<file path="src/sv/ssta_pkg.sv">
// ----------------------------------------------------------------------------
// ssta_pkg
// Shared types and codes of the sprite slot table animator.
// ----------------------------------------------------------------------------
package ssta_pkg;

  // command codes
  localparam logic [3:0] CMD_RESET = 4'd0;
  localparam logic [3:0] CMD_ADD   = 4'd1;
  localparam logic [3:0] CMD_CHG   = 4'd2;
  localparam logic [3:0] CMD_DEL   = 4'd3;
  localparam logic [3:0] CMD_POS   = 4'd4;
  localparam logic [3:0] CMD_HIDE  = 4'd5;
  localparam logic [3:0] CMD_SHOW  = 4'd6;
  localparam logic [3:0] CMD_DRAW  = 4'd7;
  localparam logic [3:0] CMD_ERASE = 4'd8;

  // result kinds
  localparam logic [2:0] KIND_ACK    = 3'd0;
  localparam logic [2:0] KIND_SLOT   = 3'd1;
  localparam logic [2:0] KIND_FULL   = 3'd2;
  localparam logic [2:0] KIND_DRAW   = 3'd3;
  localparam logic [2:0] KIND_ERASE  = 3'd4;
  localparam logic [2:0] KIND_NONE   = 3'd5;

  localparam logic [15:0] HIDE_MAX = 16'hFFFF;

  // one slot entry in the table memory
  typedef struct packed {
    logic [15:0] px;
    logic [15:0] py;
    logic [9:0]  w;
    logic [9:0]  h;
    logic [7:0]  frames;
    logic [7:0]  frame;
    logic        att;
    logic        wave;
    logic        back;
    logic [2:0]  mode;
  } entry_t;

endpackage

</file>
<file path="src/sv/sprite_slot_table_animator.sv">
// ----------------------------------------------------------------------------
// sprite_slot_table_animator
// Sprite slot table with draw/erase listing and frame animation.
// ----------------------------------------------------------------------------
//  channel | direction | handshake
//  in_*    | input     | in_valid / in_stall
//  out_*   | output    | out_valid / out_stall
//
// Reset, add, delete, hide, show, unknown codes and hidden or empty ticks:
// one result, loaded from the ST_OUT state after acceptance.
// Change and set position: read (ST_READ), write back (ST_EMIT), result (ST_OUT).
// Draw and erase walk the live slots one per cycle through the one read port
// of the slot memory, unless an output stall holds the walk; the first record
// is loaded after ST_EMIT picks the first live slot and ST_WALK reads it.
// The reset pin clears live flags and hide count at once; no clearing pass.
// A stalled result holds the walk; no new transaction is taken until the
// last result has left.
module sprite_slot_table_animator #(
  parameter int SLOTS = 16
) (
  input  logic              clk,
  input  logic              rst_n,
  input  logic              in_valid,
  output logic              in_stall,
  input  logic [3:0]        in_command,
  input  logic [5:0]        in_slot,
  input  logic signed [15:0] in_pos_x,
  input  logic signed [15:0] in_pos_y,
  input  logic [9:0]        in_sprite_width,
  input  logic [9:0]        in_sprite_height,
  input  logic [7:0]        in_frame_count,
  input  logic              in_attached,
  input  logic              in_wave_anim,
  input  logic [2:0]        in_draw_mode,
  input  logic signed [15:0] in_mouse_x,
  input  logic signed [15:0] in_mouse_y,
  output logic              out_valid,
  input  logic              out_stall,
  output logic [2:0]        out_kind,
  output logic [5:0]        out_slot,
  output logic signed [15:0] out_screen_x,
  output logic signed [15:0] out_screen_y,
  output logic [9:0]        out_width,
  output logic [9:0]        out_height,
  output logic [7:0]        out_frame,
  output logic [2:0]        out_mode,
  output logic              out_last
);

  localparam int IW = (SLOTS > 1) ? $clog2(SLOTS) : 1;

  typedef enum logic [4:0] {
    ST_IDLE = 5'b00001,
    ST_READ = 5'b00010,
    ST_WALK = 5'b00100,
    ST_EMIT = 5'b01000,
    ST_OUT  = 5'b10000
  } state_t;

  state_t state_r, state_nxt;

  // slot memory, one read and one write port
  ssta_pkg::entry_t mem [SLOTS];
  ssta_pkg::entry_t rd_q;
  logic [IW-1:0]    rd_addr;
  logic             wr_en;
  logic [IW-1:0]    wr_addr;
  ssta_pkg::entry_t wr_data;

  always_ff @(posedge clk) begin
    if (wr_en) mem[wr_addr] <= wr_data;
    rd_q <= mem[rd_addr];
  end

  logic [SLOTS-1:0] live_r;
  logic [15:0]      hide_r;

  // latched command
  logic [3:0]  cmd_r;
  logic [IW-1:0] sl_r;
  logic        sl_ok_r;
  logic [15:0] px_r, py_r, mx_r, my_r;
  logic [9:0]  w_r, h_r;
  logic [7:0]  fc_r;
  logic        att_r, wave_r;
  logic [2:0]  mode_r;

  // walk
  logic [IW-1:0] idx_r;      // slot under read
  logic [IW-1:0] eidx_r;     // slot whose data is in rd_q
  logic          ev_r;       // rd_q valid for a live slot
  logic          wdone_r;    // read index has passed the end

  // output register
  logic        ov_r;
  logic [2:0]  kind_r;
  logic [5:0]  oslot_r;
  logic [15:0] ox_r, oy_r;
  logic [9:0]  ow_r, oh_r;
  logic [7:0]  ofr_r;
  logic [2:0]  omode_r;
  logic        olast_r;

  logic out_free;
  assign out_free = !ov_r || !out_stall;
  assign in_stall = (state_r != ST_IDLE) || (ov_r && out_stall);

  logic accept;
  assign accept = in_valid && !in_stall;

  // output register loads a result this cycle
  logic ov_set;
  assign ov_set = out_free && ((state_r == ST_WALK && ev_r) || state_r == ST_OUT);

  // lowest free slot search, combinational over live flags
  logic [IW-1:0] free_idx;
  logic          free_any;
  always_comb begin
    free_idx = '0;
    free_any = 1'b0;
    for (int i = SLOTS - 1; i >= 0; i--) begin
      if (!live_r[i]) begin
        free_idx = IW'(i);
        free_any = 1'b1;
      end
    end
  end

  // next live slot strictly after idx, in walk direction
  logic          is_erase;
  assign is_erase = (cmd_r == ssta_pkg::CMD_ERASE);
  logic          nxt_ok;
  logic [IW-1:0] nxt_idx;
  always_comb begin
    nxt_ok  = 1'b0;
    nxt_idx = '0;
    if (is_erase) begin
      for (int i = 0; i < SLOTS; i++) begin
        if (live_r[i] && IW'(i) < idx_r) begin
          nxt_ok = 1'b1;
          nxt_idx = IW'(i);
        end
      end
    end else begin
      for (int i = SLOTS - 1; i >= 0; i--) begin
        if (live_r[i] && IW'(i) > idx_r) begin
          nxt_ok = 1'b1;
          nxt_idx = IW'(i);
        end
      end
    end
  end

  // animation step of the entry in rd_q
  ssta_pkg::entry_t stepped;
  always_comb begin
    stepped = rd_q;
    if (rd_q.frames > 8'd1) begin
      if (rd_q.wave && rd_q.frames > 8'd2) begin
        if (rd_q.back) begin
          if (rd_q.frame == 8'd0) begin
            stepped.frame = 8'd1;
            stepped.back  = 1'b0;
          end else begin
            stepped.frame = rd_q.frame - 8'd1;
          end
        end else if (rd_q.frame == rd_q.frames - 8'd1) begin
          stepped.frame = rd_q.frames - 8'd2;
          stepped.back  = 1'b1;
        end else begin
          stepped.frame = rd_q.frame + 8'd1;
        end
      end else begin
        stepped.frame = (rd_q.frame == rd_q.frames - 8'd1) ? 8'd0 : rd_q.frame + 8'd1;
      end
    end
  end

  // record position
  logic [15:0] rx, ry;
  assign rx = rd_q.att ? rd_q.px + mx_r : rd_q.px;
  assign ry = rd_q.att ? rd_q.py + my_r : rd_q.py;

  logic [IW-1:0] first_idx;
  logic          first_ok;
  always_comb begin
    first_ok  = |live_r;
    first_idx = '0;
    for (int i = SLOTS - 1; i >= 0; i--) begin
      if (!is_erase && live_r[i]) first_idx = IW'(i);
    end
    for (int i = 0; i < SLOTS; i++) begin
      if (is_erase && live_r[i]) first_idx = IW'(i);
    end
  end

  logic [IW-1:0] sl_idx_in;
  assign sl_idx_in = in_slot[IW-1:0];

  // control and datapath
  always_comb begin
    state_nxt = state_r;
    rd_addr   = sl_r;
    wr_en     = 1'b0;
    wr_addr   = sl_r;
    wr_data   = rd_q;
    case (state_r)
      ST_IDLE: ;
      ST_READ: rd_addr = sl_r;
      // a held record keeps its own entry in rd_q
      ST_WALK: rd_addr = (ev_r && !out_free) ? eidx_r : idx_r;
      ST_EMIT: rd_addr = idx_r;
      ST_OUT: ;
      default: ;
    endcase
    // change writes back on the cycle after its read
    if (state_r == ST_EMIT && cmd_r == ssta_pkg::CMD_CHG) begin
      wr_en = sl_ok_r && live_r[sl_r];
      wr_data.px = px_r;
      wr_data.py = py_r;
      wr_data.w  = w_r;
      wr_data.h  = h_r;
      wr_data.frames = fc_r;
      wr_data.att  = att_r;
      wr_data.wave = wave_r;
      wr_data.back = 1'b0;
      wr_data.mode = mode_r;
      wr_data.frame = (rd_q.frame >= fc_r) ? 8'd0 : rd_q.frame;
    end
    if (state_r == ST_EMIT && cmd_r == ssta_pkg::CMD_POS) begin
      wr_en = sl_ok_r;
      wr_data.px = px_r;
      wr_data.py = py_r;
    end
    // draw writes back the stepped frame when its record is taken
    if (state_r == ST_WALK && ev_r && out_free && cmd_r == ssta_pkg::CMD_DRAW) begin
      wr_en   = 1'b1;
      wr_addr = eidx_r;
      wr_data = stepped;
    end
    if (state_r == ST_IDLE && accept && in_command == ssta_pkg::CMD_ADD && free_any) begin
      wr_en   = 1'b1;
      wr_addr = free_idx;
      wr_data.px = in_pos_x;
      wr_data.py = in_pos_y;
      wr_data.w  = in_sprite_width;
      wr_data.h  = in_sprite_height;
      wr_data.frames = in_frame_count;
      wr_data.frame  = 8'd0;
      wr_data.att  = in_attached;
      wr_data.wave = in_wave_anim;
      wr_data.back = 1'b0;
      wr_data.mode = in_draw_mode;
    end
  end

  always_ff @(posedge clk) begin
    if (!rst_n) begin
      state_r <= ST_IDLE;
      live_r  <= '0;
      hide_r  <= '0;
      ov_r    <= 1'b0;
      ev_r    <= 1'b0;
      wdone_r <= 1'b0;
    end else begin
      ov_r <= ov_set || (ov_r && out_stall);
      case (state_r)
        ST_IDLE: begin
          if (accept) begin
            cmd_r  <= in_command;
            sl_r   <= sl_idx_in;
            sl_ok_r <= (32'(in_slot) < SLOTS);
            px_r <= in_pos_x;  py_r <= in_pos_y;
            mx_r <= in_mouse_x; my_r <= in_mouse_y;
            w_r <= in_sprite_width; h_r <= in_sprite_height;
            fc_r <= in_frame_count; att_r <= in_attached; wave_r <= in_wave_anim;
            mode_r <= in_draw_mode;
            kind_r <= ssta_pkg::KIND_ACK;
            oslot_r <= '0;
            state_r <= ST_OUT;
            case (in_command)
              ssta_pkg::CMD_RESET: begin
                live_r <= '0;
                hide_r <= '0;
              end
              ssta_pkg::CMD_ADD: begin
                if (free_any) begin
                  live_r[free_idx] <= 1'b1;
                  kind_r  <= ssta_pkg::KIND_SLOT;
                  oslot_r <= 6'(free_idx);
                end else begin
                  kind_r <= ssta_pkg::KIND_FULL;
                end
              end
              ssta_pkg::CMD_CHG, ssta_pkg::CMD_POS: state_r <= ST_READ;
              ssta_pkg::CMD_DEL: begin
                if (32'(in_slot) < SLOTS) live_r[sl_idx_in] <= 1'b0;
              end
              ssta_pkg::CMD_HIDE: if (hide_r != ssta_pkg::HIDE_MAX) hide_r <= hide_r + 16'd1;
              ssta_pkg::CMD_SHOW: if (hide_r != 16'd0) hide_r <= hide_r - 16'd1;
              ssta_pkg::CMD_DRAW, ssta_pkg::CMD_ERASE: begin
                kind_r <= ssta_pkg::KIND_NONE;
                if (hide_r == 16'd0 && (|live_r)) state_r <= ST_EMIT;
              end
              default: ;
            endcase
          end
        end
        ST_READ: state_r <= ST_EMIT;
        ST_EMIT: begin
          if (cmd_r == ssta_pkg::CMD_DRAW || cmd_r == ssta_pkg::CMD_ERASE) begin
            // start the walk: first live slot is read on the next cycle
            idx_r   <= first_idx;
            ev_r    <= 1'b0;
            wdone_r <= !first_ok;
            state_r <= ST_WALK;
          end else begin
            state_r <= ST_OUT;
          end
        end
        ST_WALK: begin
          if (!ev_r || out_free) begin
            if (ev_r) begin
              kind_r  <= is_erase ? ssta_pkg::KIND_ERASE : ssta_pkg::KIND_DRAW;
              oslot_r <= 6'(eidx_r);
              ox_r <= rx; oy_r <= ry;
              ow_r <= rd_q.w; oh_r <= rd_q.h;
              ofr_r <= rd_q.frame; omode_r <= rd_q.mode;
              olast_r <= wdone_r;
            end
            if (wdone_r) begin
              ev_r    <= 1'b0;
              state_r <= ST_IDLE;
            end else begin
              ev_r   <= 1'b1;
              eidx_r <= idx_r;
              idx_r  <= nxt_idx;
              wdone_r <= !nxt_ok;
            end
          end
        end
        ST_OUT: begin
          if (out_free) begin
            ox_r <= '0; oy_r <= '0; ow_r <= '0; oh_r <= '0;
            ofr_r <= '0; omode_r <= '0;
            olast_r <= 1'b1;
            state_r <= ST_IDLE;
          end
        end
        default: state_r <= ST_IDLE;
      endcase
    end
  end

  assign out_valid    = ov_r;
  assign out_kind     = kind_r;
  assign out_slot     = oslot_r;
  assign out_screen_x = ox_r;
  assign out_screen_y = oy_r;
  assign out_width    = ow_r;
  assign out_height   = oh_r;
  assign out_frame    = ofr_r;
  assign out_mode     = omode_r;
  assign out_last     = olast_r;

  // a new transaction is never taken while a result is unfinished
  a_idle_in: assert property (@(posedge clk) disable iff (!rst_n)
    accept |-> state_r == ST_IDLE) else $error("accept outside idle");
  // hide count saturates
  a_hide: assert property (@(posedge clk) disable iff (!rst_n)
    accept && in_command == ssta_pkg::CMD_HIDE && hide_r == ssta_pkg::HIDE_MAX
    |=> hide_r == ssta_pkg::HIDE_MAX) else $error("hide count wrapped");
  // a result held under stall keeps its last flag
  a_hold: assert property (@(posedge clk) disable iff (!rst_n)
    ov_r && out_stall |=> ov_r && $stable(olast_r)) else $error("result lost");

endmodule
</file>
<file path="config.mk">
export PLATFORM = sky130hd
export DESIGN_NAME = sprite_slot_table_animator
export DESIGN_NICKNAME = d
export VERILOG_FILES = /design/src/sv/ssta_pkg.sv /design/src/sv/sprite_slot_table_animator.sv
export SDC_FILE = /design/constraint.sdc
export NUM_CORES = 2
export LEC_CHECK = 0
export BUFFER_PORTS_ARGS = -buffer_cell sky130_fd_sc_hd__buf_2
export CORE_AREA = 2 2 549 333
export DETAILED_ROUTE_END_ITERATION = 7
export DIE_AREA = 0 0 551 335
export GPL_ROUTABILITY_DRIVEN = 0
export PLACE_DENSITY = 0.59
export SYNTH_ARGS = -nofsm -noshare
export SYNTH_HDL_FRONTEND = slang
export SYNTH_SLANG_ARGS = --single-unit
</file>
<file path="constraint.sdc">
create_clock -name clk -period 9.1 [get_ports clk]
set_input_delay 0 -clock clk [delete_from_list [all_inputs] [get_ports clk]]
set_output_delay 0 -clock clk [all_outputs]
set_load 0.02 [all_outputs]
</file>
==> metrics.md <==
| Metric | Value |
|---|---|
| Outcome | complete, no violations |
| Number of enable flip-flop cells after synthesis | 1369 |
| Yosys warns | 0 |
| Synth top area share | 65.9% |
| Leakage | 25.3 nW |
| Sequential area share after synthesis | 69.6% |
| Place WS | 4000 ps |
| Synth Flop Type | edfxtp_1 |
| Pwr Total | 17.0 mW |
| Yosys cell types | 87 |
| Peak Freq | 0.192 GHz |
| Hold Crit Class | input pin to flop |
| Count leader, synth | edfxtp_1 |
| Mapped cell area | 0.0624 sq mm |
| Fin Hold WS | 29.5 ps |
| Vias in the first global route | 40200 |
| Die H | 335 microns |
| Core footprint | 0.180 sq mm |
| Row count | 121 |
| Mean Syn Cell Area | 12.6 sq um |
| Slew margin rel. | 5.65% |
| Worst-Skew Late Latency | 800 ps |
| Fin crit period | 5200 ps |
| Synth Area in Compound Gates | 10.5% |
| Io pins | 186 |
| Vias per cell | 5.45 |
| Buffers added on ports | 183 |
| Slowest stage delay, CP | 810 ps |
| Area leader, netlist | edfxtp_1 |
| CP startpoint kind | flop |
| Pwr dens | 232 mW/mm^2 |
| Worst EP required | 9500 ps |
| Total gr overflow | 0 |
| Post-synthesis register bit count | 1483 |
| Hold Fails Final Rpt | 0 |
| RSZ-0062 raised after global routing | false |
| Largest net degree at the start of global routing | 194 |
| Remaining DRCs | 0 |
| Synth top area cells | edfxtp_1, nand2_1, dfxtp_1 |
| Crit share post-route | 57.1% |
| Fin worst setup slack | 3900 ps |
| Initial antenna violation count | 6 |
| Post-route ant nets | 0 |
| Die Footprint | 0.185 sq mm |
| Mapped Cells | 4964 |
| Setup CP Type | flop to flop |
| Final WL | 177 mm |
| Starting density of the core | 34.7% |
| # setup viols final | 0 |
| Critical-path top delay cell | buf_4 |
| Clock Path Buffers | 3 |
| Avg WL per Cell | 22.7 microns |
| Area growth, synth to finish | 17.2% |
| DP Wirelength | 97.2 mm |
| Sink Count | 1483 |
| Data arrival, critical path | 5590 ps |
| Die X | 551 microns |
| Clock skew | 60.0 ps |
| Clk root buf | clkbuf_16 |
| Initial DRC count | 4731 |
| Worst VDD drop | 168 uV |
| # Max-Cap Violations | 0 |
| Maximum fanout along the worst path | 60 |
| CTS buffer count | 143 |
| Largest family of logic cells by synthesized area | simple AND/OR/NAND/NOR gates |
| Mux contribution to synthesized area | 1.58% |
| CP bufs+invs | 3 |
| Top cells by count, synth | edfxtp_1, nand2_1, nand3_1 |
| Number of nets in the layout | 5454 |
| CTS tree | done |
| CP top delay family | buffers and inverters |
| Worst path cell trace | nor2_1 > and3_1 > nand3_1 > nor2_4 > buf_4 > o21ai_1 > nor3_2 > buf_4 > buf_4 |
| Fin Setup TNS | 0 ps |
| Post-Synth XOR/XNOR Area | 0.674% |
| Slew @ Worst Pin | 1420 ps |
| CP Capture Type | flop |
| Adder-cell share of the synthesized area | 1.30% |
| CTS clk-pin slew, worst paths | 60 ps |
| GRT Overall Usage | 18.8% |
| Post-synthesis async set-or-reset flop share | 0% |
| DRT Pass-1 Iters | 6 |
| Layout cells sized above 1 | 11.0% |
| H-tree levels | 4 |
| Post-layout util | 40.6% |
| Postcts setup bufs | 0 |
| Post-synthesis simple-gate area fraction | 14.0% |
| Via count | 42500 |
| Global-route wire length before repair | 263 mm |
| Slew Viols, Final | 0 |
| CP most frequent cell | buf_4 |
## metal layers
| layer | vias up | wire, microns | GRT usage [%] |
|---|---|---|---|
| met5 | - | 36 | 0 |
| met2 | 1841 | 74500 | 26.8 |
| li1 | 19400 | - | - |
| met3 | 197 | 17300 | 4.83 |
| met1 | 21100 | 82200 | 28.5 |
| met4 | 6 | 2830 | 4.13 |
## flip-flops by register name, indices dropped and copies added, names as in the netlist, 5 cells and up
signal	flops
out_frame	8
mem	1184
out_height	10
out_screen_x	16
my_r	16
h_r	10
hide_r	16
state_nxt	5
px_r	16
w_r	10
py_r	16
fc_r	8
mx_r	16
live_r	16
rd_q	74
out_width	10
out_screen_y	16
## kinds of logic (layout without fill, tap and decap cells)
logic type               count (synthesis)  in the layout
multiplexers                            92             92
AO/OA/AOI/OAI                          945            945
adder cells (fa/ha/maj)                 63             63
XOR/XNOR                                48             48
AND/OR/NAND/NOR                       1938           1938
other                                    1              3
buffers and inverters                  394            830
flip-flops                            1483           1483
## per-stage QoR
stage          std cells  instance area, sq um
6_report            7800                 73100
5_1_grt             7800                 73100
4_1_cts             7799                 73100
3_5_place_dp        7330                 66300
3_3_place_gp        7330                 66300
2_1_floorplan       4965                 62400
## timing repair
action | CTS | global route
hold endpoints to repair | 1165 | 0
hold buffers | 203 | 0
resized for setup | 0 | 0
## cell type report
cell class,instances,area [sq um]
diodes,1,2.50
clock buffers,204,4030
clock inverters,62,763
fillers,16700,107000
inverters,38,143
multi-input cells,3088,17700
flip-flops and latches,1483,43400
well taps,2398,3000
repair buffers,526,4070
## report_power, final
| part | switching (mW) | internal [mW] |
|---|---|---|
| sequential | 0.208 | 8.05 |
| clock | 2.66 | 3.42 |
| combinational | 1.79 | 0.857 |
## cell usage in the layout (no fill, tap or decap), drive strengths merged, types with 13 or more instances in the layout
| cell type | count |
|---|---|
| o21ai | 138 |
| a22oi | 15 |
| a311oi | 223 |
| edfxtp | 1369 |
| buf | 323 |
| a21o | 17 |
| nand2b | 18 |
| nor2b | 18 |
| a211oi | 155 |
| nor3 | 69 |
| or3 | 13 |
| o21a | 14 |
| a21oi | 185 |
| inv | 43 |
| and3 | 170 |
| ha | 60 |
| nand2 | 1055 |
| clkbuf | 204 |
| nor4 | 19 |
| nand4 | 15 |
| mux2i | 84 |
| a31oi | 97 |
| dlygate4sd3 | 203 |
| dfxtp | 114 |
| nor2 | 143 |
| and2 | 40 |
| clkinv | 42 |
| xnor2 | 39 |
| nand3 | 337 |
## worst reg2reg max path: stages, from the launching register on
cell,delay (ps)
dfxtp_1,380
nor2_1,210
and3_1,270
nand3_1,310
nor2_4,670
buf_4,710
o21ai_1,490
nor3_2,290
buf_4,620
buf_4,810
## worst paths after layout
| check | start | endpoint | slack [ps] | depth (start not counted) |
|---|---|---|---|---|
| min | in_frame_count[4] | fc_r[4] | 30 | 2 |
| max | state_nxt[1] | mem[0][60] | 3900 | 9 |
| max reg2reg | state_nxt[1] | mem[0][60] | 3900 | 9 |
| min reg2reg | hide_r[12] | hide_r[12] | 520 | 2 |
Power figures use the tool's default switching activity.
